## src/rtl/core/sha_pkg.sv

```systemverilog
package sha_pkg;
    localparam int unsigned WORD_W = 32;

    typedef logic [WORD_W-1:0] t_word;

    // queue entry between front and back
    typedef struct packed {
        logic [7:0] data_byte;
        logic       has_byte;
        logic       last;
    } t_item;

    localparam t_word INIT_HASH [8] = '{
        32'h6a09e667, 32'hbb67ae85, 32'h3c6ef372, 32'ha54ff53a,
        32'h510e527f, 32'h9b05688c, 32'h1f83d9ab, 32'h5be0cd19
    };

    localparam t_word ROUND_K [64] = '{
        32'h428a2f98,32'h71374491,32'hb5c0fbcf,32'he9b5dba5,32'h3956c25b,32'h59f111f1,
        32'h923f82a4,32'hab1c5ed5,32'hd807aa98,32'h12835b01,32'h243185be,32'h550c7dc3,
        32'h72be5d74,32'h80deb1fe,32'h9bdc06a7,32'hc19bf174,32'he49b69c1,32'hefbe4786,
        32'h0fc19dc6,32'h240ca1cc,32'h2de92c6f,32'h4a7484aa,32'h5cb0a9dc,32'h76f988da,
        32'h983e5152,32'ha831c66d,32'hb00327c8,32'hbf597fc7,32'hc6e00bf3,32'hd5a79147,
        32'h06ca6351,32'h14292967,32'h27b70a85,32'h2e1b2138,32'h4d2c6dfc,32'h53380d13,
        32'h650a7354,32'h766a0abb,32'h81c2c92e,32'h92722c85,32'ha2bfe8a1,32'ha81a664b,
        32'hc24b8b70,32'hc76c51a3,32'hd192e819,32'hd6990624,32'hf40e3585,32'h106aa070,
        32'h19a4c116,32'h1e376c08,32'h2748774c,32'h34b0bcb5,32'h391c0cb3,32'h4ed8aa4a,
        32'h5b9cca4f,32'h682e6ff3,32'h748f82ee,32'h78a5636f,32'h84c87814,32'h8cc70208,
        32'h90befffa,32'ha4506ceb,32'hbef9a3f7,32'hc67178f2
    };

    localparam logic [7:0] PAD_BYTE = 8'h80;
    localparam logic [5:0] LEN_POS  = 6'd56;

    function automatic t_word rotr(input t_word x, input int unsigned n);
        rotr = (x >> n) | (x << (WORD_W - n));
    endfunction
endpackage

```

## src/rtl/core/sha_front.sv

```systemverilog
// Skid-free two-entry queue; accept items, drop idle ones.
module sha_front (
    input  logic           i_clk,
    input  logic           i_rst_n,
    input  logic           i_valid,
    output logic           o_ready,
    input  sha_pkg::t_item i_item,
    output logic           o_q_valid,
    input  logic           i_q_ready,
    output sha_pkg::t_item o_q_item
);
    import sha_pkg::*;

    t_item      r_mem [2];
    logic       r_wp, r_rp;
    logic [1:0] r_cnt;
    logic       push, pop;

    assign o_ready   = (r_cnt != 2'd2);
    assign push      = i_valid && o_ready && (i_item.has_byte || i_item.last);
    assign o_q_valid = (r_cnt != 2'd0);
    assign pop       = o_q_valid && i_q_ready;
    assign o_q_item  = r_mem[r_rp];

    always_ff @(posedge i_clk) begin
        if (push) r_mem[r_wp] <= i_item;
        if (!i_rst_n) begin
            r_wp <= 1'b0; r_rp <= 1'b0; r_cnt <= 2'd0;
        end else begin
            if (push) r_wp <= ~r_wp;
            if (pop)  r_rp <= ~r_rp;
            r_cnt <= r_cnt + {1'b0, push} - {1'b0, pop};
        end
    end
endmodule

```

## src/rtl/core/sha_back.sv

```systemverilog
// Byte packer, padder, round engine and digest emitter.
module sha_back (
    input  logic           i_clk,
    input  logic           i_rst_n,
    input  logic           i_q_valid,
    output logic           o_q_ready,
    input  sha_pkg::t_item i_q_item,
    output logic           o_valid,
    input  logic           i_ready,
    output logic [31:0]    o_digest_word,
    output logic [2:0]     o_word_index,
    output logic           o_digest_last
);
    import sha_pkg::*;

    typedef enum logic [4:0] {
        ST_TAKE  = 5'b00001,
        ST_PAD   = 5'b00010,
        ST_ROUND = 5'b00100,
        ST_ADD   = 5'b01000,
        ST_OUT   = 5'b10000
    } t_state;

    t_state      r_st, n_st;
    t_word       r_h [8];
    t_word       r_v [8];
    t_word       r_w [16];
    t_word       r_asm;
    logic [63:0] r_bits, r_len;
    logic [6:0]  r_rnd;
    logic [5:0]  r_pos;      // padding byte position
    logic        r_pad;      // padding in progress
    logic        r_first;    // 0x80 not yet placed
    logic        r_lenblk;   // length goes into the current block
    logic [2:0]  r_oi;

    // position of the 0x80 byte when the last item is taken
    logic [5:0]  tail_pos;
    assign tail_pos = r_bits[8:3] + {5'd0, i_q_item.has_byte};

    // byte source
    logic [7:0]  pb;
    logic        push;
    logic [5:0]  bpos;
    always_comb begin
        pb   = i_q_item.data_byte;
        bpos = r_bits[8:3];
        push = 1'b0;
        o_q_ready = 1'b0;
        if (r_st == ST_TAKE) begin
            o_q_ready = 1'b1;
            push = i_q_valid && i_q_item.has_byte;
        end else if (r_st == ST_PAD) begin
            push = 1'b1;
            bpos = r_pos;
            if (r_first) pb = PAD_BYTE;
            else if (r_lenblk && r_pos >= LEN_POS) pb = r_len[8*(7-(r_pos[2:0]))+:8];
            else pb = 8'h00;
        end
    end

    // schedule and round
    logic [3:0] ri;
    t_word w2, w7, w15, w16, s0, s1, wn, wr, t1, t2, a, e;
    always_comb begin
        ri  = r_rnd[3:0];
        w2  = r_w[ri - 4'd2];
        w7  = r_w[ri - 4'd7];
        w15 = r_w[ri - 4'd15];
        w16 = r_w[ri];
        s0  = rotr(w15, 7) ^ rotr(w15, 18) ^ (w15 >> 3);
        s1  = rotr(w2, 17) ^ rotr(w2, 19) ^ (w2 >> 10);
        wn  = s1 + w7 + s0 + w16;
        wr  = (r_rnd < 7'd16) ? w16 : wn;
        a   = r_v[0];
        e   = r_v[4];
        t1  = r_v[7] + (rotr(e, 6) ^ rotr(e, 11) ^ rotr(e, 25))
              + ((e & r_v[5]) ^ (~e & r_v[6])) + ROUND_K[r_rnd[5:0]] + wr;
        t2  = (rotr(a, 2) ^ rotr(a, 13) ^ rotr(a, 22))
              + ((a & r_v[1]) ^ (a & r_v[2]) ^ (r_v[1] & r_v[2]));
    end

    logic blk_full;
    assign blk_full = push && (bpos == 6'd63);

    always_comb begin
        n_st = r_st;
        unique case (r_st)
            ST_TAKE: if (blk_full) n_st = ST_ROUND;
                     else if (i_q_valid && i_q_item.last) n_st = ST_PAD;
            ST_PAD:  if (blk_full) n_st = ST_ROUND;
                     else if (!r_first && r_pos == 6'd63) n_st = ST_ADD;
            ST_ROUND: if (r_rnd == 7'd63) n_st = ST_ADD;
            ST_ADD:  n_st = r_pad ? (r_lenblk && !r_first ? ST_OUT : ST_PAD) : ST_TAKE;
            ST_OUT:  if (i_ready && r_oi == 3'd7) n_st = ST_TAKE;
            default: n_st = ST_TAKE;
        endcase
    end

    assign o_valid       = (r_st == ST_OUT);
    assign o_digest_word = r_h[r_oi];
    assign o_word_index  = r_oi;
    assign o_digest_last = (r_oi == 3'd7);

    always_ff @(posedge i_clk) begin
        if (push && bpos[1:0] == 2'd3) r_w[bpos[5:2]] <= {r_asm[23:0], pb};
        if (r_st == ST_ROUND && r_rnd >= 7'd16) r_w[ri] <= wn;
        if (!i_rst_n) begin
            r_st <= ST_TAKE;
            r_h <= INIT_HASH;
            for (int i = 0; i < 8; i++) r_v[i] <= '0;
            r_asm <= '0; r_bits <= '0; r_len <= '0; r_rnd <= '0;
            r_pos <= '0; r_pad <= 1'b0; r_first <= 1'b0; r_lenblk <= 1'b0; r_oi <= '0;
        end else begin
            r_st <= n_st;
            if (push) r_asm <= (bpos[1:0] == 2'd3) ? '0 : {r_asm[23:0], pb};
            if (r_st == ST_TAKE && push) r_bits <= r_bits + 64'd8;
            if (r_st == ST_TAKE && i_q_valid && i_q_item.last) begin
                r_pad    <= 1'b1;
                r_first  <= 1'b1;
                r_len    <= r_bits + (i_q_item.has_byte ? 64'd8 : 64'd0);
                r_pos    <= tail_pos;
                r_lenblk <= (tail_pos < LEN_POS);
            end
            if (r_st == ST_PAD) begin
                r_first <= 1'b0;
                r_pos   <= r_pos + 6'd1;
            end
            if (blk_full) begin
                r_v <= r_h;
                r_rnd <= '0;
            end
            if (r_st == ST_ROUND) begin
                r_v[7] <= r_v[6]; r_v[6] <= r_v[5]; r_v[5] <= r_v[4];
                r_v[4] <= r_v[3] + t1;
                r_v[3] <= r_v[2]; r_v[2] <= r_v[1]; r_v[1] <= r_v[0];
                r_v[0] <= t1 + t2;
                r_rnd <= r_rnd + 7'd1;
            end
            if (r_st == ST_ADD) begin
                r_rnd <= '0;
                for (int i = 0; i < 8; i++) r_h[i] <= r_h[i] + r_v[i];
                if (r_pad) r_lenblk <= 1'b1;
                if (r_pad && r_lenblk && !r_first) r_oi <= '0;
            end
            if (r_st == ST_OUT && i_ready) begin
                r_oi <= r_oi + 3'd1;
                if (r_oi == 3'd7) begin
                    r_h <= INIT_HASH;
                    for (int i = 0; i < 8; i++) r_v[i] <= '0;
                    r_asm <= '0; r_bits <= '0; r_pad <= 1'b0;
                end
            end
        end
    end
endmodule

```

## src/rtl/core/sha256_stream_hasher.sv

```systemverilog
// SHA-256 over a byte stream; eight digest words per message.
// Throughput: bytes enter a 2-deep queue at one per cycle while it has room;
// each 64-byte block then runs through the round engine and a chaining add.
// After the last item: padding bytes, one or two compressions, then eight
// output words at one per cycle while i_ready is high.
// Reset: i_rst_n synchronous, active low; loads the standard initial hash.
module sha256_stream_hasher (
    input  logic        i_clk,
    input  logic        i_rst_n,
    input  logic        i_valid,
    output logic        o_ready,
    input  logic [7:0]  i_data_byte,
    input  logic        i_has_byte,
    input  logic        i_last,
    output logic        o_valid,
    input  logic        i_ready,
    output logic [31:0] o_digest_word,
    output logic [2:0]  o_word_index,
    output logic        o_digest_last
);
    import sha_pkg::*;

    t_item in_item, q_item;
    logic  q_valid, q_ready;

    assign in_item = '{data_byte: i_data_byte, has_byte: i_has_byte, last: i_last};

    // front: accept and drop idle items
    sha_front u_front (
        .i_clk, .i_rst_n, .i_valid, .o_ready, .i_item(in_item),
        .o_q_valid(q_valid), .i_q_ready(q_ready), .o_q_item(q_item)
    );

    // back: pack, pad, compress, emit
    sha_back u_back (
        .i_clk, .i_rst_n, .i_q_valid(q_valid), .o_q_ready(q_ready), .i_q_item(q_item),
        .o_valid, .i_ready, .o_digest_word, .o_word_index, .o_digest_last
    );
endmodule

```

## config.mk

```make
export PLATFORM = sky130hd
export DESIGN_NAME = sha256_stream_hasher
export DESIGN_NICKNAME = d
export VERILOG_FILES = /design/src/rtl/core/sha_pkg.sv /design/src/rtl/core/sha_front.sv /design/src/rtl/core/sha_back.sv /design/src/rtl/core/sha256_stream_hasher.sv
export SDC_FILE = /design/constraint.sdc
export NUM_CORES = 2
export LEC_CHECK = 0
export BUFFER_PORTS_ARGS = -buffer_cell sky130_fd_sc_hd__buf_2
export CAP_MARGIN = 20
export CORE_MARGIN = 2
export CORE_UTILIZATION = 35
export CTS_CLUSTER_SIZE = 24
export DETAILED_ROUTE_END_ITERATION = 10
export PLACE_DENSITY_LB_ADDON = 0.3
export SLEW_MARGIN = 20
export SYNTH_ARGS = -nofsm -noshare
export SYNTH_HDL_FRONTEND = slang
export SYNTH_SLANG_ARGS = --single-unit
```

## constraint.sdc

```tcl
create_clock -name i_clk -period 20.9 [get_ports i_clk]
set_input_delay 5.225 -clock i_clk [delete_from_list [all_inputs] [get_ports i_clk]]
set_output_delay 5.225 -clock i_clk [all_outputs]
set_load 0.02 [all_outputs]
```

== Word level (Yosys, flattened, before mapping) ==
Memory sizes are Yosys's and may differ from the RTL's. A register that Yosys moved wholly into a read port is not among the register bits.
Index checks and enable logic that the tools add are counted.
Widths: inputs -> output; s select.
Storage, ports and cells
  register bits after elaboration: 700
  bits in writable memories: 532
  ROM bits: 2048
  output and inout bits: 38
  memories: 3
Memories
  (no name shown): words 64, width 32, rd ports 1, clocked after Yosys merged registers in 0, wr ports 0, line sha_back.sv:78  | + ((e & r_v[5]) ^ (~e & r_v[6])) + ROUND_K[r_rnd[5:0]] + wr;
  u_back.r_w: words 16, width 32, rd ports 4, clocked after Yosys merged registers in 1, wr ports 1, line sha_back.sv:27  | t_word r_w [16];
  u_front.r_mem: words 2, width 10, rd ports 1, clocked after Yosys merged registers in 1, wr ports 1, line sha_front.sv:14  | t_item r_mem [2];
Operators by class
  add/subtract/negate cells: 30
  order comparisons: 6
  equality and inequality tests: 15
  shift operators: 1
  muxes and demuxes: 65
  bitwise operators: 32
  reductions and logical operators: 30
Operator list (number)
  $mux 256: 7
  $add 32x32->32: 18
  $mux 32: 10
  $xor 32x32->32: 9
  $mux 64: 3
  $and 32x32->32: 5
  $bmux 32 s3: 1
  $add 64x4->64 const B: 1
  $add 64x64->64: 1
  $shiftx 64x33->8: 1
  $mux 5: 8
  $mux 8: 4
  $not 32->32: 1
  $or 10x32->32: 1
  $or 13x32->32: 1
  $or 14x32->32: 1
  $or 15x32->32: 1
  $or 19x32->32: 1
  $or 21x32->32: 1
  $or 25x32->32: 1
  $or 26x32->32: 1
  $or 30x32->32: 1
  $or 7x32->32: 1
  $reduce_or 32->1: 1
  46 further kinds: 99

== Logic depth before layout (Yosys ltp) ==
An unclocked memory read counts as a cell.
  depth in word-level cells: 14
  depth in mapped cells: 55
  gate-level depth less buffers: 48

== By module ==
From an unflattened synthesis, not the netlist that was laid out.
Second synthesis, totals
  cells, all modules: 8645
  area total of the unflattened synthesis: 86523.0 um^2
Modules (own cells, without submodules)
  sha_back: times used 1, cells each 8583, area each 85542.0 um^2, sequential area each 29107.9 um^2
  sha_front: times used 1, cells each 62, area each 980.9 um^2, sequential area each 700.7 um^2

== Worst setup path before layout ==
OpenSTA, ideal clock, no wires.
  path type: reg2reg
  start point: register u_back.r_rnd[2]
  end point: register u_back.r_v (netlist bit u_back.a[31])
  library setup time: 0.134 ns
  arrival: 11.691 ns
  required time: 20.766 ns
  slack: 9.076 ns
  stages on the path, launching flop included: 51
  buffers on the path: 6
  path through: dfxtp_1 -> clkbuf_1 -> clkinv_1 -> clkbuf_1 -> ha_1 -> clkbuf_8 -> clkbuf_1 -> buf_1 -> mux4_2 -> xnor2_1 -> fa_1 -> inv_1 -> fa_1 -> inv_1 -> ha_1 -> fa_1 -> a211oi_1 -> o21bai_1 -> (+15 left out) -> a21oi_1 -> xnor2_1 -> inv_1 -> fa_1 -> inv_1 -> ha_1 -> clkbuf_1 -> a21oi_1 -> o21ai_0 -> inv_1 -> o211ai_1 -> a31oi_1 -> a21oi_1 -> a211o_1 -> a21oi_1 -> xnor2_1 -> xnor2_1 -> o22ai_1
On the way
  longest elaborated chain between the ends: 14
  elaborated cells on any way between the ends: 27
  classes of those cells: add/sub: 9; order compare: 1; mux: 6; bitwise: 9; memory: 2
Ends and longest elaborated chain
  start, declared: line sha_back.sv:30  | logic [6:0] r_rnd;
  start signal, assigned: line sha_back.sv:138  | r_rnd <= r_rnd + 7'd1;
  $sub 4x2->4: line sha_back.sv:67  | w2 = r_w[ri - 4'd2];
  $mem_v2 16x32
  $or 15x32->32 / $or 13x32->32 (equally long branches): line sha_pkg.sv:36  | rotr = (x >> n) | (x << (WORD_W - n));
  $xor 32x32->32: line sha_back.sv:72  | s1 = rotr(w2, 17) ^ rotr(w2, 19) ^ (w2 >> 10);
  $xor 32x22->32: line sha_back.sv:72
  $add 32x32->32 (3 in series): line sha_back.sv:73  | wn = s1 + w7 + s0 + w16;
  $mux 32: line sha_back.sv:74  | wr = (r_rnd < 7'd16) ? w16 : wn;
  $add 32x32->32 (*): line sha_back.sv:78
  $add 32x32->32 (*): line sha_back.sv:137  | r_v[0] <= t1 + t2;
  $mux 256 (*): line sha_back.sv:133  | if (r_st == ST_ROUND) begin
  $mux 256: line sha_back.sv:148  | if (r_oi == 3'd7) begin
  $mux 256 (*): line sha_back.sv:146  | if (r_st == ST_OUT && i_ready) begin
  end signal, assigned: line sha_back.sv:130  | r_v <= r_h;
  end, declared: line sha_back.sv:26  | t_word r_v [8];
Mark *: on every way between the ends. The rest lies on a longest branch, timed or not. The select of a mux whose other input is x is not followed.
A chain may end at the register's enable or synchronous reset.

== Worst setup path after layout ==
  start point: register u_back.r_rnd[0]
  end point: register u_back.r_v (netlist bit u_back.e[31])
On the way
  longest elaborated chain between the ends: 14
  elaborated cells on any way between the ends: 27
  classes of those cells: add/sub: 9; order compare: 1; mux: 6; bitwise: 9; memory: 2
Ends and longest elaborated chain
  $sub 4x2->4: line sha_back.sv:67
  $mem_v2 16x32
  $or 15x32->32 / $or 13x32->32 (equally long branches): line sha_pkg.sv:36
  $xor 32x32->32: line sha_back.sv:72
  $xor 32x22->32: line sha_back.sv:72
  $add 32x32->32 (3 in series): line sha_back.sv:73
  $mux 32: line sha_back.sv:74
  $add 32x32->32 (*): line sha_back.sv:78
  $add 32x32->32 (*): line sha_back.sv:135  | r_v[4] <= r_v[3] + t1;
  $mux 256 (*): line sha_back.sv:133
  $mux 256: line sha_back.sv:148
  $mux 256 (*): line sha_back.sv:146
Marked as above.

==> summary.log <==
[run_status] run status complete, no violations
[logic_synthesis] most common library cells after synthesis sky130_fd_sc_hd__nand2_1 (823), sky130_fd_sc_hd__a21oi_1 (745), sky130_fd_sc_hd__dfxtp_1 (691)
[timing] maximum achievable frequency 0.06955 GHz
[die] Starting Density 35.24%
[logic_synthesis] synthesized area divided by synthesized cell count 10.36 µm²
[worst_setup_path] Critical R2R Launch u_back.r_rnd[0]
[worst_setup_path] critical path data arrival time 15040 ps
[global_route] first-pass GRT wire length 455000 µm
[logic_synthesis] Netlist cell types 104
[clock_network] setup repair bufs after CTS 0
[placed_design] cell total after placement 11120
[logic_synthesis] Warnings, synthesis 0
[logic_synthesis] most numerous cell in the Yosys netlist sky130_fd_sc_hd__nand2_1
[die] number of core rows 181
[cells_and_area] fraction of final layout cells with drive strength greater than 1 13.72%
[worst_setup_path] required time at the endpoint of the critical path 21560 ps
[pwr] maximum VDD drop 0.00006887 V
[worst_setup_path] cell with the most instances on the worst path sky130_fd_sc_hd__a21oi_1
[global_route] Total GRT Usage 24.29%
[routing] remaining design rule violation count 0
[die] total die area 249100 µm²
[logic_synthesis] synthesized netlist net count 8903
[die] Vert. Die Dim 499.1 µm
[pwr] power consumption 5540 µW
[logic_synthesis] mux share of post-synthesis cell area 17.26%
[logic_synthesis] number of enable flip-flop cells after synthesis 532
[timing] min cycle time layout 14380 ps
[routing] mean routed wirelength per cell 27.19 µm
[logic_synthesis] cell area after synthesis 85790 µm²
[timing] largest clock skew in the final design 27.90 ps
[clock_network] number of instances resized during post-cts repair 0
[global_route] via count of the first global-routing pass 66560
[logic_synthesis] post-synthesis adder-cell area fraction 10.76%
[timing] final-report max-slew violation count 0
[cells_and_area] post-layout utilization of the core 38.57%
[logic_synthesis] dominant combinational cell family by area after synthesis multiplexers
[logic_synthesis] Compound-Gate Fraction of Synth Area 15.79%
[logic_synthesis] area share of the largest cell type after synthesis 18.62%
[clock_network] maximum clock path buffer count 3
[global_route] GRT met3 Usage 3.464%
[timing] unrepaired setup endpoints after global routing false
[timing] total negative setup slack 0 ps
[worst_setup_path] Crit. Startpoint u_back.r_rnd[0]
[timing] final clock period utilization by the worst path 68.79%
[job] maxcap violations 0
[routing] drt first-iter violations 7667
[timing] Hold Fails Final Rpt 0
[die] Die Span X 499.1 µm
[cells_and_area] layout-stage area growth over the synthesis result 9.459%
[clock_network] Clock Sink Count 1223
[routing] DRT Pass-1 Iters 9
[logic_synthesis] Syn Inst Count 8281
[timing] max-slew headroom at the worst pin 23.61%
[worst_setup_path] critical path's largest stage delay 730 ps
[die] core outline area 243500 µm²
[routing] routed wire length 309800 µm
[routing] count of vias placed by the detailed router 68990
[placed_design] final HPWL from detailed placement 222300 µm
[clock_network] clock-pin transition on the worst setup and hold timing paths 60 ps
[logic_synthesis] Top FF cell, synth sky130_fd_sc_hd__dfxtp_1
[logic_synthesis] cell type with the largest total area after synthesis sky130_fd_sc_hd__edfxtp_1
[routing] routed vias/inst 6.055
[logic_synthesis] share of synthesized cell area in and, or, nand and nor gates 10.37%
[worst_setup_path] largest driver fanout on the critical path 97
[global_route] total grt overflow 0
[logic_synthesis] number of storage elements in the synthesis netlist 1223
[clock_network] number of H-tree levels 4
[clock_network] latest clock arrival within the worst-skew pair 810 ps
[worst_setup_path] cell with the biggest individual delay on the critical path sky130_fd_sc_hd__buf_4
[cells_and_area] number of non-filler instances in the completed layout 11390
[timing] setup violation total in the final timing report 0
[global_route] initial antenna violation count 17
[clock_network] CTS tree yes
[clock_network] number of buffers inserted during clock tree synthesis 141
[worst_setup_path] kind of launch point of the worst setup path flip-flop
[global_route] met1 layer usage reported by global route 33.00%
[logic_synthesis] fraction of synthesized cell area in xor and xnor cells 6.763%
[logic_synthesis] Synth area leaders sky130_fd_sc_hd__edfxtp_1 (19%), sky130_fd_sc_hd__dfxtp_1 (16%), sky130_fd_sc_hd__mux4_2 (15%), sky130_fd_sc_hd__ha_1 (6.0%), sky130_fd_sc_hd__fa_1 (4.6%)
[pwr] power density relative to cell area 59.00 nW/µm²
[global_route] routing layer with the top usage in global route met2
[clock_network] cts-stage hold buffer count 0
[routing] post-route ant nets 0
[cells_and_area] net total in the final layout 8679
[global_route] global-route track usage on met2 38.61%
[die] number of top-level pins 52
[logic_synthesis] share of async-settable or async-resettable flops after synthesis 0%
[pwr] leakage power of the design 0.03365 µW
[min_path] kind of path behind the tightest hold check flip-flop to flip-flop
[logic_synthesis] fraction of the yosys area taken by sequential cells 34.75%
[placed_design] buffers added on ports 51
[timing] worst-margin pin slew 1134 ps
[global_route] maximum number of pins on one net before global-route repair 168
[cells_and_area] number of fillers in the final layout 23510
[worst_setup_path] Setup CP Type flip-flop to flip-flop
[worst_setup_path] endpoint kind of the worst setup timing path flip-flop
[placed_design] placer congestion estimate 0.9764
[clock_network] CTS Root Cell sky130_fd_sc_hd__clkbuf_16
[min_path] min-delay src u_back.r_len[5]
==> registers in the layout, summed over array words and instances, names as in the netlist, named ones only <==
signal               count
u_back.r_w             512
u_back.r_h             256
u_back.r_v             192
u_back.r_bits           61
u_back.r_len            61
u_back.a                32
u_back.e                32
u_back.r_asm            24
u_front.r_mem           20
u_back.r_rnd             7
u_back.r_pos             6
u_back.r_st              5
u_back.o_word_index      3
u_front.r_cnt            2
u_back.r_first           1
u_back.r_lenblk          1
u_back.r_pad             1
u_front.r_rp             1
u_front.r_wp             1
==> area by class of cell <==
type	instances	area (µm²)	share of cell area, %
Clock inverter	60	691.9	0.7368
Multi-Input combinational cell	6117	52540	55.95
Antenna cell	21	52.55	0.05596
Inverter	402	1509	1.607
Clock buffer	196	4000	4.260
Sequential cell	1223	29840	31.78
Timing Repair Buffer	172	1264	1.346
Tap cell	3202	4006	4.266
==> per-stage QoR <==
stage	setup slack, ps	instance area [µm²]	hold WS (ps)
after floorplan	9076	85790	426.8
after global placement	6650	89130	441.5
after detailed placement	6560	89150	449.3
after CTS	6504	93840	457.4
after global routing	5521	93900	473.0
final	6522	93910	456.1
==> report_power, final <==
| group | internal [µW] | total [µW] | switching (µW) |
|---|---|---|---|
| clock network | 1470 | 2550 | 1080 |
| registers | 2590 | 2630 | 42.5 |
| logic | 102 | 358 | 255 |
==> routing by layer <==
layer | part of all wire (%) | wire (µm)
met1 | 42 | 129900
met4 | 4.7 | 14470
met5 | 0.017 | 53
met3 | 7.5 | 23200
met2 | 46 | 142200
==> logic make-up (layout without fill, tap and decap cells) <==
family,after synthesis,after routing
AOI/OAI and AO/OA,2133,2133
xor gates and xnor gates,660,660
buffers and inverters,941,830
DFF,1223,1223
other,0,21
muxes,735,735
and+or+nand+nor,1965,1965
adders and majority gates,624,624
==> worst paths after layout <==
kind	slack, ps	endpoint	cells after the start
worst min-delay path	460	u_back.r_len[5]	2
worst max register to register	6520	u_back.e[31]	45
worst max-delay path	6520	u_back.e[31]	45
worst min register to register	460	u_back.r_len[5]	2
==> layout by cell type (no fill, tap or decap), types with 145 or more instances in the layout <==
master | netlist | routed
sky130_fd_sc_hd__clkbuf_16 | 0 | 145
sky130_fd_sc_hd__mux4_2 | 582 | 582
sky130_fd_sc_hd__edfxtp_1 | 532 | 532
sky130_fd_sc_hd__a22oi_1 | 225 | 225
sky130_fd_sc_hd__inv_1 | 399 | 398
sky130_fd_sc_hd__nor2_1 | 472 | 448
sky130_fd_sc_hd__fa_1 | 195 | 195
sky130_fd_sc_hd__xnor2_1 | 432 | 431
sky130_fd_sc_hd__ha_1 | 413 | 409
sky130_fd_sc_hd__nand2_1 | 823 | 822
sky130_fd_sc_hd__xor2_1 | 226 | 226
sky130_fd_sc_hd__dfxtp_1 | 691 | 678
sky130_fd_sc_hd__o21ai_0 | 340 | 340
sky130_fd_sc_hd__a21oi_1 | 745 | 745
sky130_fd_sc_hd__a21o_1 | 170 | 170
==> critical path, delay by kind of cell, from the launching register on <==
kind            cells  cell delay [ps]
simple gates        6              930
flops               1              540
buf+inv             7             2710
mux                 3             1370
xor+xnor            5             1280
compound gates     16             3810
fa+ha+maj           8             3400
(Power assumes the default switching activity.)
